[config.mk]
export PLATFORM = sky130hd
export DESIGN_NAME = ppm_sum_decoder_top
export DESIGN_NICKNAME = d
export VERILOG_FILES = /design/src/hw/rtl/psd_pkg.sv /design/src/hw/rtl/psd_pulse.sv /design/src/hw/rtl/psd_frame.sv /design/src/hw/rtl/psd_emit.sv /design/src/hw/rtl/ppm_sum_decoder_top.sv
export SDC_FILE = /design/constraint.sdc
export NUM_CORES = 1
export LEC_CHECK = 0
export BUFFER_PORTS_ARGS = -buffer_cell sky130_fd_sc_hd__buf_4
export CORE_MARGIN = 2
export CORE_UTILIZATION = 55
export DETAILED_ROUTE_END_ITERATION = 7
export HOLD_SLACK_MARGIN = 0.03
export PLACE_DENSITY = 0.7
export RECOVER_POWER = 100
export SLEW_MARGIN = 20
export SYNTH_ARGS = -nofsm -noshare
export SYNTH_HDL_FRONTEND = slang
export SYNTH_SLANG_ARGS = --single-unit
[constraint.sdc]
create_clock -name i_clk -period 12.5 [get_ports i_clk]
set_clock_uncertainty 0.15 [all_clocks]
set_input_delay 1.25 -clock i_clk [delete_from_list [all_inputs] [get_ports i_clk]]
set_output_delay 1.25 -clock i_clk [all_outputs]
set_load 0.01 [all_outputs]
[src/hw/rtl/psd_pkg.sv]
// package for the ppm-sum decoder: constants, register indexes and request types
// used by every module of the block; depends on nothing
`default_nettype none

package psd_pkg;

    // frame storage size
    localparam int MAX_CHANNELS = 8;
    localparam int IDX_W        = $clog2(MAX_CHANNELS);
    localparam int CNT_W        = 5;
    localparam int WIDTH_W      = 16;
    localparam int TIME_W       = 32;
    localparam int CHIDX_W      = 4;
    localparam int CFG_W        = 16;
    localparam int CFG_IDX_W    = 2;

    // register reset values
    localparam logic [WIDTH_W-1:0] SYNC_THRESHOLD_RST = 16'd2700;
    localparam logic [WIDTH_W-1:0] VALID_LOW_RST      = 16'd700;
    localparam logic [WIDTH_W-1:0] VALID_HIGH_RST     = 16'd2300;
    localparam logic [CNT_W-1:0]   MIN_FRAME_RST      = 5'd5;

    // register indexes
    typedef enum logic [CFG_IDX_W-1:0] {
        REG_SYNC_THRESHOLD = 2'd0,
        REG_VALID_LOW      = 2'd1,
        REG_VALID_HIGH     = 2'd2,
        REG_MIN_FRAME      = 2'd3
    } t_reg_idx;

    // pulse tracker phases
    typedef enum logic [1:0] {
        PH_INITIAL = 2'd0,
        PH_ZERO    = 2'd1,
        PH_ONE     = 2'd2
    } t_phase;

    typedef struct packed {
        logic              pin_level;
        logic [TIME_W-1:0] sample_time;
    } t_in_req;

    typedef struct packed {
        logic [CHIDX_W-1:0] channel_index;
        logic [WIDTH_W-1:0] channel_width;
        logic [CNT_W-1:0]   frame_channels;
        logic               last_of_frame;
    } t_out_req;

    typedef struct packed {
        logic [WIDTH_W-1:0] sync_threshold;
        logic [WIDTH_W-1:0] valid_low;
        logic [WIDTH_W-1:0] valid_high;
        logic [CNT_W-1:0]   min_frame_channels;
    } t_cfg;

    // one completed low-then-high pulse
    typedef struct packed {
        logic               valid;
        logic [WIDTH_W-1:0] width;
    } t_pulse;

    // frame hand-over from the decoder to the emitter
    typedef struct packed {
        logic                                  emit;
        logic [CNT_W-1:0]                      count;
        logic [MAX_CHANNELS-1:0][WIDTH_W-1:0]  words;
    } t_frame;

endpackage

`default_nettype wire

[src/hw/rtl/psd_pulse.sv]
// edge timing and three-phase pulse tracker
// depends on psd_pkg
`default_nettype none

module psd_pulse (
    input  wire logic             i_clk,
    input  wire logic             i_rst_n,
    input  wire logic             i_adv,
    input  wire psd_pkg::t_in_req i_req,
    output psd_pkg::t_pulse       o_pulse
);

    logic                         r_primed, n_primed;
    logic                         r_last_level, n_last_level;
    logic [psd_pkg::WIDTH_W-1:0]  r_edge_time, n_edge_time;
    logic [psd_pkg::WIDTH_W-1:0]  r_first_half, n_first_half;
    psd_pkg::t_phase              r_phase, n_phase;
    logic                         level_change;
    logic [psd_pkg::WIDTH_W-1:0]  delta;

    // edge detection and interval since the previous edge, low 16 bits
    assign level_change = r_primed && (i_req.pin_level != r_last_level);
    assign delta = i_req.sample_time[psd_pkg::WIDTH_W-1:0] - r_edge_time;

    // next state
    always_comb begin
        n_primed     = r_primed;
        n_last_level = r_last_level;
        n_edge_time  = r_edge_time;
        n_first_half = r_first_half;
        n_phase      = r_phase;
        if (!r_primed) begin
            n_primed     = 1'b1;
            n_last_level = i_req.pin_level;
            n_edge_time  = i_req.sample_time[psd_pkg::WIDTH_W-1:0];
        end else begin
            n_last_level = i_req.pin_level;
            if (level_change) begin
                n_edge_time = i_req.sample_time[psd_pkg::WIDTH_W-1:0];
                unique case (r_phase)
                    psd_pkg::PH_ZERO: begin
                        if (!i_req.pin_level) begin
                            n_first_half = delta;
                            n_phase      = psd_pkg::PH_ONE;
                        end
                    end
                    psd_pkg::PH_ONE: begin
                        if (i_req.pin_level) begin
                            n_phase = psd_pkg::PH_ZERO;
                        end
                    end
                    default: begin
                        n_phase = psd_pkg::PH_ZERO;
                    end
                endcase
            end
        end
    end

    // outputs: a pulse completes on the rising edge in phase one
    always_comb begin
        o_pulse.valid = level_change && (r_phase == psd_pkg::PH_ONE) && i_req.pin_level;
        o_pulse.width = r_first_half + delta;
    end

    always_ff @(posedge i_clk) begin
        if (!i_rst_n) begin
            r_primed     <= 1'b0;
            r_last_level <= 1'b0;
            r_edge_time  <= '0;
            r_first_half <= '0;
            r_phase      <= psd_pkg::PH_INITIAL;
        end else if (i_adv) begin
            r_primed     <= n_primed;
            r_last_level <= n_last_level;
            r_edge_time  <= n_edge_time;
            r_first_half <= n_first_half;
            r_phase      <= n_phase;
        end
    end

endmodule

`default_nettype wire

[src/hw/rtl/psd_frame.sv]
// ppm-sum frame decoder: channel store, counter and sync handling
// depends on psd_pkg
`default_nettype none

module psd_frame (
    input  wire logic            i_clk,
    input  wire logic            i_rst_n,
    input  wire logic            i_adv,
    input  wire psd_pkg::t_cfg   i_cfg,
    input  wire psd_pkg::t_pulse i_pulse,
    output psd_pkg::t_frame      o_frame
);

    logic [psd_pkg::MAX_CHANNELS-1:0][psd_pkg::WIDTH_W-1:0] r_store;
    logic [psd_pkg::CNT_W-1:0] r_count, n_count;
    logic                      r_unsynced, n_unsynced;
    logic                      is_sync;
    logic                      in_window;
    logic                      store_we;
    logic [psd_pkg::CNT_W-1:0] count_inc;

    assign is_sync   = i_pulse.width >= i_cfg.sync_threshold;
    assign in_window = (i_pulse.width > i_cfg.valid_low) && (i_pulse.width < i_cfg.valid_high);
    assign store_we  = i_pulse.valid && !is_sync && !r_unsynced && in_window;
    assign count_inc = r_count + psd_pkg::CNT_W'(1);

    // frame hand-over on a sync with enough channels
    always_comb begin
        o_frame.emit  = i_pulse.valid && is_sync && !r_unsynced
                        && (r_count >= i_cfg.min_frame_channels)
                        && (r_count != '0);
        o_frame.count = r_count;
        o_frame.words = r_store;
    end

    // counter and sync state
    always_comb begin
        n_count    = r_count;
        n_unsynced = r_unsynced;
        if (i_pulse.valid) begin
            if (is_sync) begin
                n_count    = '0;
                n_unsynced = 1'b0;
            end else if (store_we) begin
                if (count_inc >= psd_pkg::CNT_W'(psd_pkg::MAX_CHANNELS)) begin
                    n_count    = '0;
                    n_unsynced = 1'b1;
                end else begin
                    n_count = count_inc;
                end
            end
        end
    end

    always_ff @(posedge i_clk) begin
        if (!i_rst_n) begin
            r_count    <= '0;
            r_unsynced <= 1'b0;
        end else if (i_adv) begin
            r_count    <= n_count;
            r_unsynced <= n_unsynced;
        end
    end

    // channel store, no reset
    always_ff @(posedge i_clk) begin
        if (i_adv && store_we) begin
            r_store[r_count[psd_pkg::IDX_W-1:0]] <= i_pulse.width;
        end
    end

endmodule

`default_nettype wire

[src/hw/rtl/psd_emit.sv]
// frame emitter: snapshot buffer and output register, one channel per request
// depends on psd_pkg
`default_nettype none

module psd_emit (
    input  wire logic            i_clk,
    input  wire logic            i_rst_n,
    input  wire logic            i_load,
    input  wire psd_pkg::t_frame i_frame,
    output logic                 o_busy,
    output logic                 o_out_valid,
    input  wire logic            i_out_stall,
    output psd_pkg::t_out_req    o_out_req
);

    logic [psd_pkg::MAX_CHANNELS-1:0][psd_pkg::WIDTH_W-1:0] r_buf;
    logic                      r_busy;
    logic [psd_pkg::CNT_W-1:0] r_cnt;
    logic [psd_pkg::IDX_W-1:0] r_idx;
    logic                      r_out_valid;
    psd_pkg::t_out_req         r_out;
    logic                      push;
    logic                      is_last;
    logic [psd_pkg::CNT_W-1:0] idx_next;

    assign idx_next = psd_pkg::CNT_W'(r_idx) + psd_pkg::CNT_W'(1);
    assign is_last  = idx_next == r_cnt;
    assign push     = r_busy && (!r_out_valid || !i_out_stall);

    assign o_busy      = r_busy;
    assign o_out_valid = r_out_valid;
    assign o_out_req   = r_out;

    // walk through the buffered frame
    always_ff @(posedge i_clk) begin
        if (!i_rst_n) begin
            r_busy <= 1'b0;
            r_idx  <= '0;
        end else if (i_load) begin
            r_busy <= 1'b1;
            r_idx  <= '0;
        end else if (push) begin
            r_busy <= !is_last;
            r_idx  <= r_idx + psd_pkg::IDX_W'(1);
        end
    end

    // frame snapshot
    always_ff @(posedge i_clk) begin
        if (i_load) begin
            r_buf <= i_frame.words;
            r_cnt <= i_frame.count;
        end
    end

    // output register
    always_ff @(posedge i_clk) begin
        if (!i_rst_n) begin
            r_out_valid <= 1'b0;
        end else if (push) begin
            r_out_valid <= 1'b1;
        end else if (!i_out_stall) begin
            r_out_valid <= 1'b0;
        end
    end

    always_ff @(posedge i_clk) begin
        if (push) begin
            r_out.channel_index  <= psd_pkg::CHIDX_W'(r_idx);
            r_out.channel_width  <= r_buf[r_idx];
            r_out.frame_channels <= r_cnt;
            r_out.last_of_frame  <= is_last;
        end
    end

endmodule

`default_nettype wire

[src/hw/rtl/ppm_sum_decoder_top.sv]
// top level of the ppm-sum decoder: input register, config registers and wiring
// depends on psd_pkg, psd_pulse, psd_frame, psd_emit
//
//   channel | direction | handshake            | payload
//   in      | input     | i_in_valid/o_in_stall | i_in_req  (pin level, timestamp)
//   out     | output    | o_out_valid/i_out_stall | o_out_req (one channel of a frame)
//   cfg     | input     | i_cfg_we             | i_cfg_idx, i_cfg_wdata
//
// one sample per cycle while o_in_stall is low: a sample is registered, then decoded
// from the input register; a sync emits the stored frame one channel per output request,
// from a snapshot buffer, so sampling continues meanwhile
// a sample that would emit a frame while the previous one is still going out waits
// reset is synchronous, active low; the channel store is not reset
`default_nettype none

module ppm_sum_decoder_top (
    input  wire logic                           i_clk,
    input  wire logic                           i_rst_n,
    input  wire logic                           i_in_valid,
    output logic                                o_in_stall,
    input  wire psd_pkg::t_in_req               i_in_req,
    output logic                                o_out_valid,
    input  wire logic                           i_out_stall,
    output psd_pkg::t_out_req                   o_out_req,
    input  wire logic                           i_cfg_we,
    input  wire logic [psd_pkg::CFG_IDX_W-1:0]  i_cfg_idx,
    input  wire logic [psd_pkg::CFG_W-1:0]      i_cfg_wdata
);

    psd_pkg::t_cfg    r_cfg;
    logic             r_in_valid;
    psd_pkg::t_in_req r_in;
    psd_pkg::t_pulse  pulse;
    psd_pkg::t_frame  frame;
    logic             emit_busy;
    logic             blocked;
    logic             adv;

    // the registered sample advances unless its frame cannot be handed over yet
    assign blocked    = frame.emit && emit_busy;
    assign adv        = r_in_valid && !blocked;
    assign o_in_stall = r_in_valid && blocked;

    // configuration registers
    always_ff @(posedge i_clk) begin
        if (!i_rst_n) begin
            r_cfg.sync_threshold     <= psd_pkg::SYNC_THRESHOLD_RST;
            r_cfg.valid_low          <= psd_pkg::VALID_LOW_RST;
            r_cfg.valid_high         <= psd_pkg::VALID_HIGH_RST;
            r_cfg.min_frame_channels <= psd_pkg::MIN_FRAME_RST;
        end else if (i_cfg_we) begin
            unique case (psd_pkg::t_reg_idx'(i_cfg_idx))
                psd_pkg::REG_SYNC_THRESHOLD: r_cfg.sync_threshold <= i_cfg_wdata;
                psd_pkg::REG_VALID_LOW:      r_cfg.valid_low      <= i_cfg_wdata;
                psd_pkg::REG_VALID_HIGH:     r_cfg.valid_high     <= i_cfg_wdata;
                psd_pkg::REG_MIN_FRAME:
                    r_cfg.min_frame_channels <= i_cfg_wdata[psd_pkg::CNT_W-1:0];
                default: ;
            endcase
        end
    end

    // input register
    always_ff @(posedge i_clk) begin
        if (!i_rst_n) begin
            r_in_valid <= 1'b0;
        end else if (!o_in_stall) begin
            r_in_valid <= i_in_valid;
        end
    end

    always_ff @(posedge i_clk) begin
        if (!o_in_stall && i_in_valid) begin
            r_in <= i_in_req;
        end
    end

    psd_pulse u_pulse (
        .i_clk   (i_clk),
        .i_rst_n (i_rst_n),
        .i_adv   (adv),
        .i_req   (r_in),
        .o_pulse (pulse)
    );

    psd_frame u_frame (
        .i_clk   (i_clk),
        .i_rst_n (i_rst_n),
        .i_adv   (adv),
        .i_cfg   (r_cfg),
        .i_pulse (pulse),
        .o_frame (frame)
    );

    psd_emit u_emit (
        .i_clk       (i_clk),
        .i_rst_n     (i_rst_n),
        .i_load      (adv && frame.emit),
        .i_frame     (frame),
        .o_busy      (emit_busy),
        .o_out_valid (o_out_valid),
        .i_out_stall (i_out_stall),
        .o_out_req   (o_out_req)
    );

endmodule

`default_nettype wire

==> summary.md, run 1 <==
| Metric | Value |
|---|---|
| Status | `finished with violations` |
| Failing checks | `capacitance limit, slew limit` |
| Initial antenna violation count | `0` |
| P&R area growth vs syn | `12.93%` |
| Slew Limit Fails | `271` |
| Hold buffers post-CTS | `0` |
| R2R Setup Slk | `3.01 ns` |
| Top post-synthesis cells by count | `edfxtp_1 (303), nand2_1 (145), dfxtp_1 (101)` |
| Yosys top cell by area | `edfxtp_1` |
| Worst Hold Launch | `u_frame.o_frame[67]$_DFFE_PP_` |
| DRT antenna net count | `0` |
| Hold path cells | `0` |
| Clk buf depth | `3` |
| Final wirelength | `32040 µm` |
| Largest net degree at the start of global routing | `96` |
| Worst endpoint required time | `12.51 ns` |
| Vias in the first global route | `9256` |
| Ant. Diodes | `0` |
| Number of synthesized flops with an enable pin | `303` |
| Share of the synthesized area in the top cell type | `54.72%` |
| Io pins | `84` |
| PostCTS Resize Cnt | `0` |
| Synth Instances | `1196` |
| TritonCTS clock tree | `built` |
| Kind of end point of the critical path | `flop` |
| Hold Vio Cnt, Final | `0` |
| Critical path class | `reg2reg` |
| DR DRC count | `0` |
| Die area | `31640 µm²` |
| Worst setup SP type | `flop` |
| First-pass GRT wire length | `50230 µm` |
| Reg2reg start | `r_in[2]$_DFFE_PP_` |
| Post-synthesis sequential area ratio | `66.88%` |
| Tcrit/Tclk final | `75.92%` |
| Later-pin clock latency in the skew report | `0.54 ns` |
| Share of cells above drive strength 1 | `11.43%` |
| Final Instance Count excl. Fillers | `1711` |
| VDD IR max | `118.0 µV` |
| Via count | `9422` |
| F_max | `105.4 MHz` |
| RePlAce Congestion | `0.8274` |
| Die Height | `177.9 µm` |
| Final WS setup | `3.009 ns` |
| Nets | `1433` |
| Setup TNS | `0 ns` |
| Dpl cells | `1634` |
| Starting Density | `55.95%` |
| Placement Rows | `63` |
| DR vias/cell | `5.507` |
| Relative slew slack | `-106.9%` |
| CTS buffer count | `41` |
| Syn nets | `1341` |
| Worst Setup SP | `r_in[2]$_DFFE_PP_` |
| Hold crit path type | `reg2reg` |
| Fin crit period | `9.491 ns` |
| Hold Path End | `u_emit.r_buf[67]$_DFFE_PP_` |
| Number of H-tree levels | `2` |
| P per Cell Area | `162.3 nW/µm²` |
| Max cap viols | `7` |
| Synth Flop Type | `edfxtp_1` |
| Most common cell in the netlist | `edfxtp_1` |
| YS warnings | `0` |
| Finish-stage setup viols | `0` |
| Worst-Margin Slew | `3.092 ns` |
| Grt ovf | `0` |
| WL per Instance | `18.73 µm` |
| Syn avg cell area | `13.90 µm²` |
| Setup Fix Bufs, Post-CTS | `0` |
| Arrival time worst endpoint | `9.50 ns` |
| GRT Total Usage | `21.01%` |
| CP max FO | `95` |
| P_leak | `6.595 nW` |
| Worst-path clk slew | `0.06 ns` |
| Drt first pass iters | `5` |
| Width of the chip | `177.9 µm` |
| Root Buffer | `clkbuf_16` |
| 1st-iter DRT viols | `624` |
| Port Buffers | `66` |
| R2R cell count | `22` |
| RSZ-0062 raised after global routing | `false` |
| CTS sink cnt | `404` |
| Placeable Area | `29720 µm²` |
| Critical R2R Capture | `u_emit.r_buf[9]$_DFFE_PP_` |
| Synthesized cell area | `16630 µm²` |
| DP HPWL | `20370 µm` |
| Ranking of synthesized cells by area | `edfxtp_1 (55%), dfxtp_1 (12%), ha_1 (6.5%), mux4_2 (4.3%), nand2_1 (3.3%)` |
| Unique cell type count in the Yosys netlist | `66` |
| Pre-CTS setup slack | `4.741 ns` |
| Post-synth ARST share | `0%` |
| Flops & latches, synth | `404` |
## metrics by stage
| stage | util (%) | area (µm²) | power (mW) | hold WS, ns |
|---|---|---|---|---|
| after floorplan | - | 16630 | 1.724 | 0.2503 |
| after global placement | 59.47 | 17670 | 1.824 | 0.2501 |
| after detailed placement | 59.47 | 17670 | 1.833 | 0.2545 |
| after CTS | 64.22 | 19090 | 3.088 | 0.2660 |
| after global routing | 63.18 | 18780 | 3.160 | 0.2679 |
| final | 63.18 | 18780 | 3.048 | 0.2650 |
## worst max-delay path, stage by stage, from the launching register on
cell      delay (ns)
edfxtp_1        0.39
ha_1            0.36
nor2b_1         0.16
o31ai_1         0.45
a21boi_0        0.40
ha_1            0.34
or2_2           0.30
a21oi_1         0.18
a21oi_1         0.08
a41oi_1         0.31
a21oi_1         0.18
a311oi_1        0.44
xnor2_1         0.20
xnor2_1         0.14
clkbuf_1        0.49
ha_1            0.31
a31oi_1         0.06
a21oi_1         0.16
o31ai_1         0.28
a211oi_1        0.44
nand2_1         0.13
nor2_1          2.26
buf_6           0.83
## where the power goes
group	leakage, nW	internal [mW]	total, mW	switching [mW]
logic	2.34	0.109	0.308	0.199
registers	3.56	1.48	1.49	0.00829
clock network	0.695	0.762	1.25	0.493
total	6.59	2.35	3.05	0.700
## metal layers
metal | vias to the layer above | track usage [%] | wire (µm)
li1 | 4619 | - | -
met1 | 4524 | 28.10 | 14100
met2 | 227 | 36.48 | 15550
met3 | 52 | 2.656 | 1541
met4 | 0 | 5.533 | 851
met5 | - | 0 | 0
## area by class of cell
cell class	count	area, µm²
clock buffers	51	1115
clock inverters	25	299.0
fillers	2281	10940
inverters	81	304.0
multi-input cells	666	4955
flip-flops and latches	404	11120
well taps	390	488.0
repair buffers	94	495.5
## cells in the final DEF, fill, tap and decap left out, types with 3 or more instances in the layout
| cell type | instances |
|---|---|
| xor2_1 | 9 |
| buf_4 | 19 |
| clkbuf_16 | 42 |
| a31oi_1 | 4 |
| nor3_1 | 12 |
| nand2_1 | 145 |
| nor4_1 | 6 |
| nand3_1 | 28 |
| mux2_2 | 10 |
| ha_1 | 87 |
| nor2b_1 | 9 |
| nand2b_1 | 7 |
| nand4_1 | 9 |
| xnor2_1 | 24 |
| mux4_2 | 32 |
| inv_1 | 81 |
| o21ai_0 | 36 |
| clkbuf_4 | 17 |
| a21oi_1 | 89 |
| o21a_1 | 6 |
| mux2_1 | 6 |
| and3_1 | 8 |
| o211ai_1 | 23 |
| or3_1 | 3 |
| a221oi_1 | 3 |
| nor2_1 | 37 |
| edfxtp_1 | 303 |
| a31o_2 | 4 |
| nand3b_1 | 3 |
| clkinv_1 | 7 |
| a211oi_1 | 7 |
| dfxtp_1 | 101 |
| clkbuf_1 | 63 |
| mux2i_1 | 7 |
| bufinv_16 | 6 |
| clkbuf_8 | 3 |
| clkinv_2 | 8 |
| o31ai_1 | 6 |
| a21o_1 | 10 |
## how the worst max path moves through the flow
| stage | end | cells after the start | slack [ns] |
|---|---|---|---|
| after floorplan | u_emit.r_buf[0]$_DFFE_PP_ | 23 | 1.67 |
| after global placement | u_emit.r_buf[65]$_DFFE_PP_ | 19 | 4.81 |
| after detailed placement | u_emit.r_buf[65]$_DFFE_PP_ | 19 | 4.74 |
| after CTS | o_in_stall | 22 | 4.26 |
| after global routing | u_emit.r_buf[9]$_DFFE_PP_ | 24 | 2.28 |
| final | u_emit.r_buf[9]$_DFFE_PP_ | 22 | 3.01 |
## flip-flops by register name, indices dropped and copies added, names as in the netlist
| signal | flops |
|---|---|
| u_frame.o_frame | 128 |
| u_pulse.r_edge_time | 16 |
| u_emit.r_idx | 3 |
| u_emit.o_out_valid | 1 |
| u_emit.o_out_req | 25 |
| u_pulse.r_last_level | 1 |
| u_frame.r_count | 5 |
| r_in_valid | 1 |
| u_emit.r_cnt | 5 |
| r_in | 17 |
| u_pulse.r_first_half | 16 |
| r_cfg | 53 |
| u_emit.o_busy | 1 |
| u_pulse.r_phase | 2 |
| u_frame.r_unsynced | 1 |
| u_emit.r_buf | 128 |
| u_pulse.r_primed | 1 |
## kinds of logic after synthesis
kind of cell    after synthesis  share of synthesized area [%]
compound gates              207                          7.894
xor+xnor                     33                          1.738
fa+ha+maj                    89                          6.788
buf+inv                     126                          3.063
flops                       404                          66.88
mux                          55                          5.839
other cells                   1                        0.02255
simple gates                281                          7.773
Power figures use the tool's default switching activity.
==> run 2: changes to the inputs <==
--- a/config.mk
+++ b/config.mk
@@ -5,6 +5,7 @@
 export SDC_FILE = /design/constraint.sdc
 export NUM_CORES = 1
 export LEC_CHECK = 0
+export ABC_AREA = 1
 export BUFFER_PORTS_ARGS = -buffer_cell sky130_fd_sc_hd__buf_4
 export CORE_MARGIN = 2
 export CORE_UTILIZATION = 55
==> constraint.sdc (replaced) <==
create_clock -name i_clk -period 8.8 [get_ports i_clk]
set_clock_uncertainty 0.15 [all_clocks]
set_input_delay 0.88 -clock i_clk [delete_from_list [all_inputs] [get_ports i_clk]]
set_output_delay 0.88 -clock i_clk [all_outputs]
set_load 0.01 [all_outputs]
==> run 2 against run 1 <==
The run still ends with capacitance limit, slew limit left. Sequential power grew 41%. Flip-flop and latch count is the same. Worst hold slack worse by 0.013 ns. Largest cell class unchanged.
==> summary.md, run 2 <==
| Metric | Value |
|---|---|
| RePlAce Congestion | `0.8132` |
| TritonCTS clock tree | `built` |
| CTS buffer count | `41` |
| Arrival time worst endpoint | `7.45 ns` |
| Yosys top cell by area | `edfxtp_1` |
| PostCTS Resize Cnt | `0` |
| Syn avg cell area | `11.41 µm²` |
| Synth Flop Type | `edfxtp_1` |
| Final WS setup | `1.356 ns` |
| Setup Fix Bufs, Post-CTS | `0` |
| Root Buffer | `clkbuf_16` |
| Die area | `32170 µm²` |
| YS warnings | `0` |
| Port Buffers | `66` |
| Family with the most delay on the worst path | `compound AO/OA/AOI/OAI gates` |
| Share of cells above drive strength 1 | `7.663%` |
| Post-route cell area | `18970 µm²` |
| Tcrit/Tclk final | `84.60%` |
| Post-synth ARST share | `0%` |
| Worst-path clk slew | `0.06 ns` |
| Wire length on met3 | `1395 µm` |
| Hold Vio Cnt, Final | `0` |
| WL per Instance | `16.63 µm` |
| Ant. Diodes | `0` |
| Hold buffers post-CTS | `0` |
| Grt ovf | `0` |
| DP HPWL | `21100 µm` |
| Via count | `10702` |
| Area after DPL | `17850 µm²` |
| Critical path class | `reg2reg` |
| Most common cell in the netlist | `edfxtp_1` |
| P per Cell Area | `222.9 nW/µm²` |
| GRT Total Usage | `21.33%` |
| DR DRC count | `0` |
| Clk buf depth | `3` |
| Top post-synthesis cells by count | `edfxtp_1 (303), nand2_1 (189), nor2_1 (165)` |
| Slowest stage delay, CP | `0.91 ns` |
| P&R area growth vs syn | `12.16%` |
| DRT antenna net count | `0` |
| Met2 wire length | `16720 µm` |
| Initial antenna violation count | `0` |
| First-pass GRT wire length | `52650 µm` |
| 1st-iter DRT viols | `698` |
| Width of the chip | `179.4 µm` |
| Unique cell type count in the Yosys netlist | `48` |
| Nets | `1708` |
| Met1 WL | `13970 µm` |
| Synth Instances | `1482` |
| VDD IR max | `142.0 µV` |
| Number of H-tree levels | `2` |
| Finish-stage setup viols | `0` |
| Drt first pass iters | `5` |
| DR vias/cell | `5.383` |
| Failing checks | `capacitance limit, slew limit` |
| CP max FO | `23` |
| Vias in the first global route | `10255` |
| Starting Density | `55.58%` |
| Die Height | `179.4 µm` |
| Placement Rows | `64` |
| Kind of end point of the critical path | `flop` |
| Relative slew slack | `-100.9%` |
| P_leak | `7.184 nW` |
| Overall power | `4.228 mW` |
| FILL cells | `2444` |
| Ranking of synthesized cells by area | `edfxtp_1 (54%), dfxtp_1 (12%), ha_1 (6.4%), nand2_1 (4.2%), nor2_1 (3.7%)` |
| Cell mode on critical path | `o21ai_0` |
| Slew Limit Fails | `296` |
| Most common cell after layout, fill and taps aside | `edfxtp_1` |
| Pre-CTS setup slack | `1.831 ns` |
| Setup TNS | `0 ns` |
| Top routing layer in use | `met4` |
| Worst-Margin Slew | `3.014 ns` |
| Most frequent cells in the layout | `edfxtp_1 (303), nand2_1 (191), nor2_1 (166), inv_1 (154), o21ai_0 (118)` |
| Number of synthesized flops with an enable pin | `303` |
| Final wirelength | `33060 µm` |
| Placeable Area | `30430 µm²` |
| Max cap viols | `6` |
| Post-synthesis sequential area ratio | `65.75%` |
| Syn nets | `1627` |
| Flops & latches, synth | `404` |
| CTS sink cnt | `404` |
| Largest net degree at the start of global routing | `66` |
| F_max | `134.3 MHz` |
| Status | `finished with violations` |
| RSZ-0062 raised after global routing | `false` |
| Io pins | `84` |
| CP Buf/Inv Count | `2` |
| Synthesized cell area | `16910 µm²` |
| Worst setup SP type | `flop` |
| Later-pin clock latency in the skew report | `0.54 ns` |
| Hold crit path type | `reg2reg` |
| Worst endpoint required time | `8.80 ns` |
| Fin crit period | `7.445 ns` |
| Critical Path Slowest Stage Cell | `clkbuf_1` |
| Share of the synthesized area in the top cell type | `53.80%` |
## run 2: cell types whose count changed after synthesis, sizes merged, moves of 29 or more
cell   previous run  this run
nand2           145       202
nor2             37       168
inv              81       158
mux4             32         0
a21oi            89       118
o21ai            36       119
## run 2: metrics by stage
stage	cells	util (%)	hold WS, ns
2_1_floorplan	1482	-	0.2503
3_3_place_gp	1916	58.65	0.2504
3_5_place_dp	1916	58.65	0.2545
4_1_cts	1988	63.15	0.2451
5_1_grt	1988	62.34	0.2601
6_report	1988	62.34	0.2522
## run 2: area by class of cell
cell class / instances / area [µm²] / area share, %
clock inverters: 21 / 284.0 / 1.497
repair buffers: 89 / 503.0 / 2.652
clock buffers: 51 / 1085 / 5.719
multi-input cells: 868 / 4880 / 25.72
well taps: 396 / 495.5 / 2.612
flip-flops and latches: 404 / 11120 / 58.62
inverters: 159 / 601.8 / 3.173
## run 2: per-layer routing
| layer | global-route usage, % | vias up |
|---|---|---|
| li1 | - | 5305 |
| met1 | 26.67 | 5109 |
| met2 | 37.82 | 224 |
| met3 | 2.996 | 64 |
| met4 | 7.897 | 0 |
| met5 | 0 | - |
## run 2: worst reg2reg max path, stage by stage (launching register included)
cell	delay, ns
edfxtp_1	0.39
ha_1	0.37
nand2_1	0.06
o21ai_0	0.31
a21boi_0	0.20
o21ai_0	0.31
xor2_1	0.16
ha_1	0.38
nand2_1	0.08
o21ai_0	0.17
a21oi_1	0.08
o21ai_0	0.30
a21oi_1	0.15
o21ai_0	0.21
xor2_1	0.83
ha_1	0.40
nand2_1	0.06
o21ai_0	0.10
nor2_1	0.11
nand2_1	0.17
nand3_1	0.25
nand2_4	0.08
inv_4	0.22
nand3_1	0.19
nor2_1	0.41
clkbuf_1	0.91
## run 2: power breakdown
group	switching (mW)	leakage, nW	internal, mW
Combinational	0.253	2.96	0.124
Sequential	0.00922	3.57	2.09
Clock	0.700	0.651	1.06
## run 2: final timing paths
check / start / end / slack [ns] / cells past startpoint
worst max-delay path: r_in[2]$_DFFE_PP_ / u_frame.o_frame[0]$_DFFE_PP_ / 1.36 / 25
worst min-delay path: u_frame.o_frame[25]$_DFFE_PP_ / u_emit.r_buf[25]$_DFFE_PP_ / 0.25 / 0
worst max register to register: r_in[2]$_DFFE_PP_ / u_frame.o_frame[0]$_DFFE_PP_ / 1.36 / 25
worst min register to register: u_frame.o_frame[25]$_DFFE_PP_ / u_emit.r_buf[25]$_DFFE_PP_ / 0.25 / 0
## run 2: kinds of logic (layout without fill, tap and decap cells)
family / Yosys count / after routing / synth area share [%]
other: 1 / 1 / 0.02217
xor gates and xnor gates: 32 / 32 / 1.657
AOI/OAI and AO/OA: 305 / 305 / 10.04
and+or+nand+nor: 441 / 441 / 10.92
buffers and inverters: 210 / 320 / 4.934
DFF: 404 / 404 / 65.75
adders and majority gates: 89 / 89 / 6.673
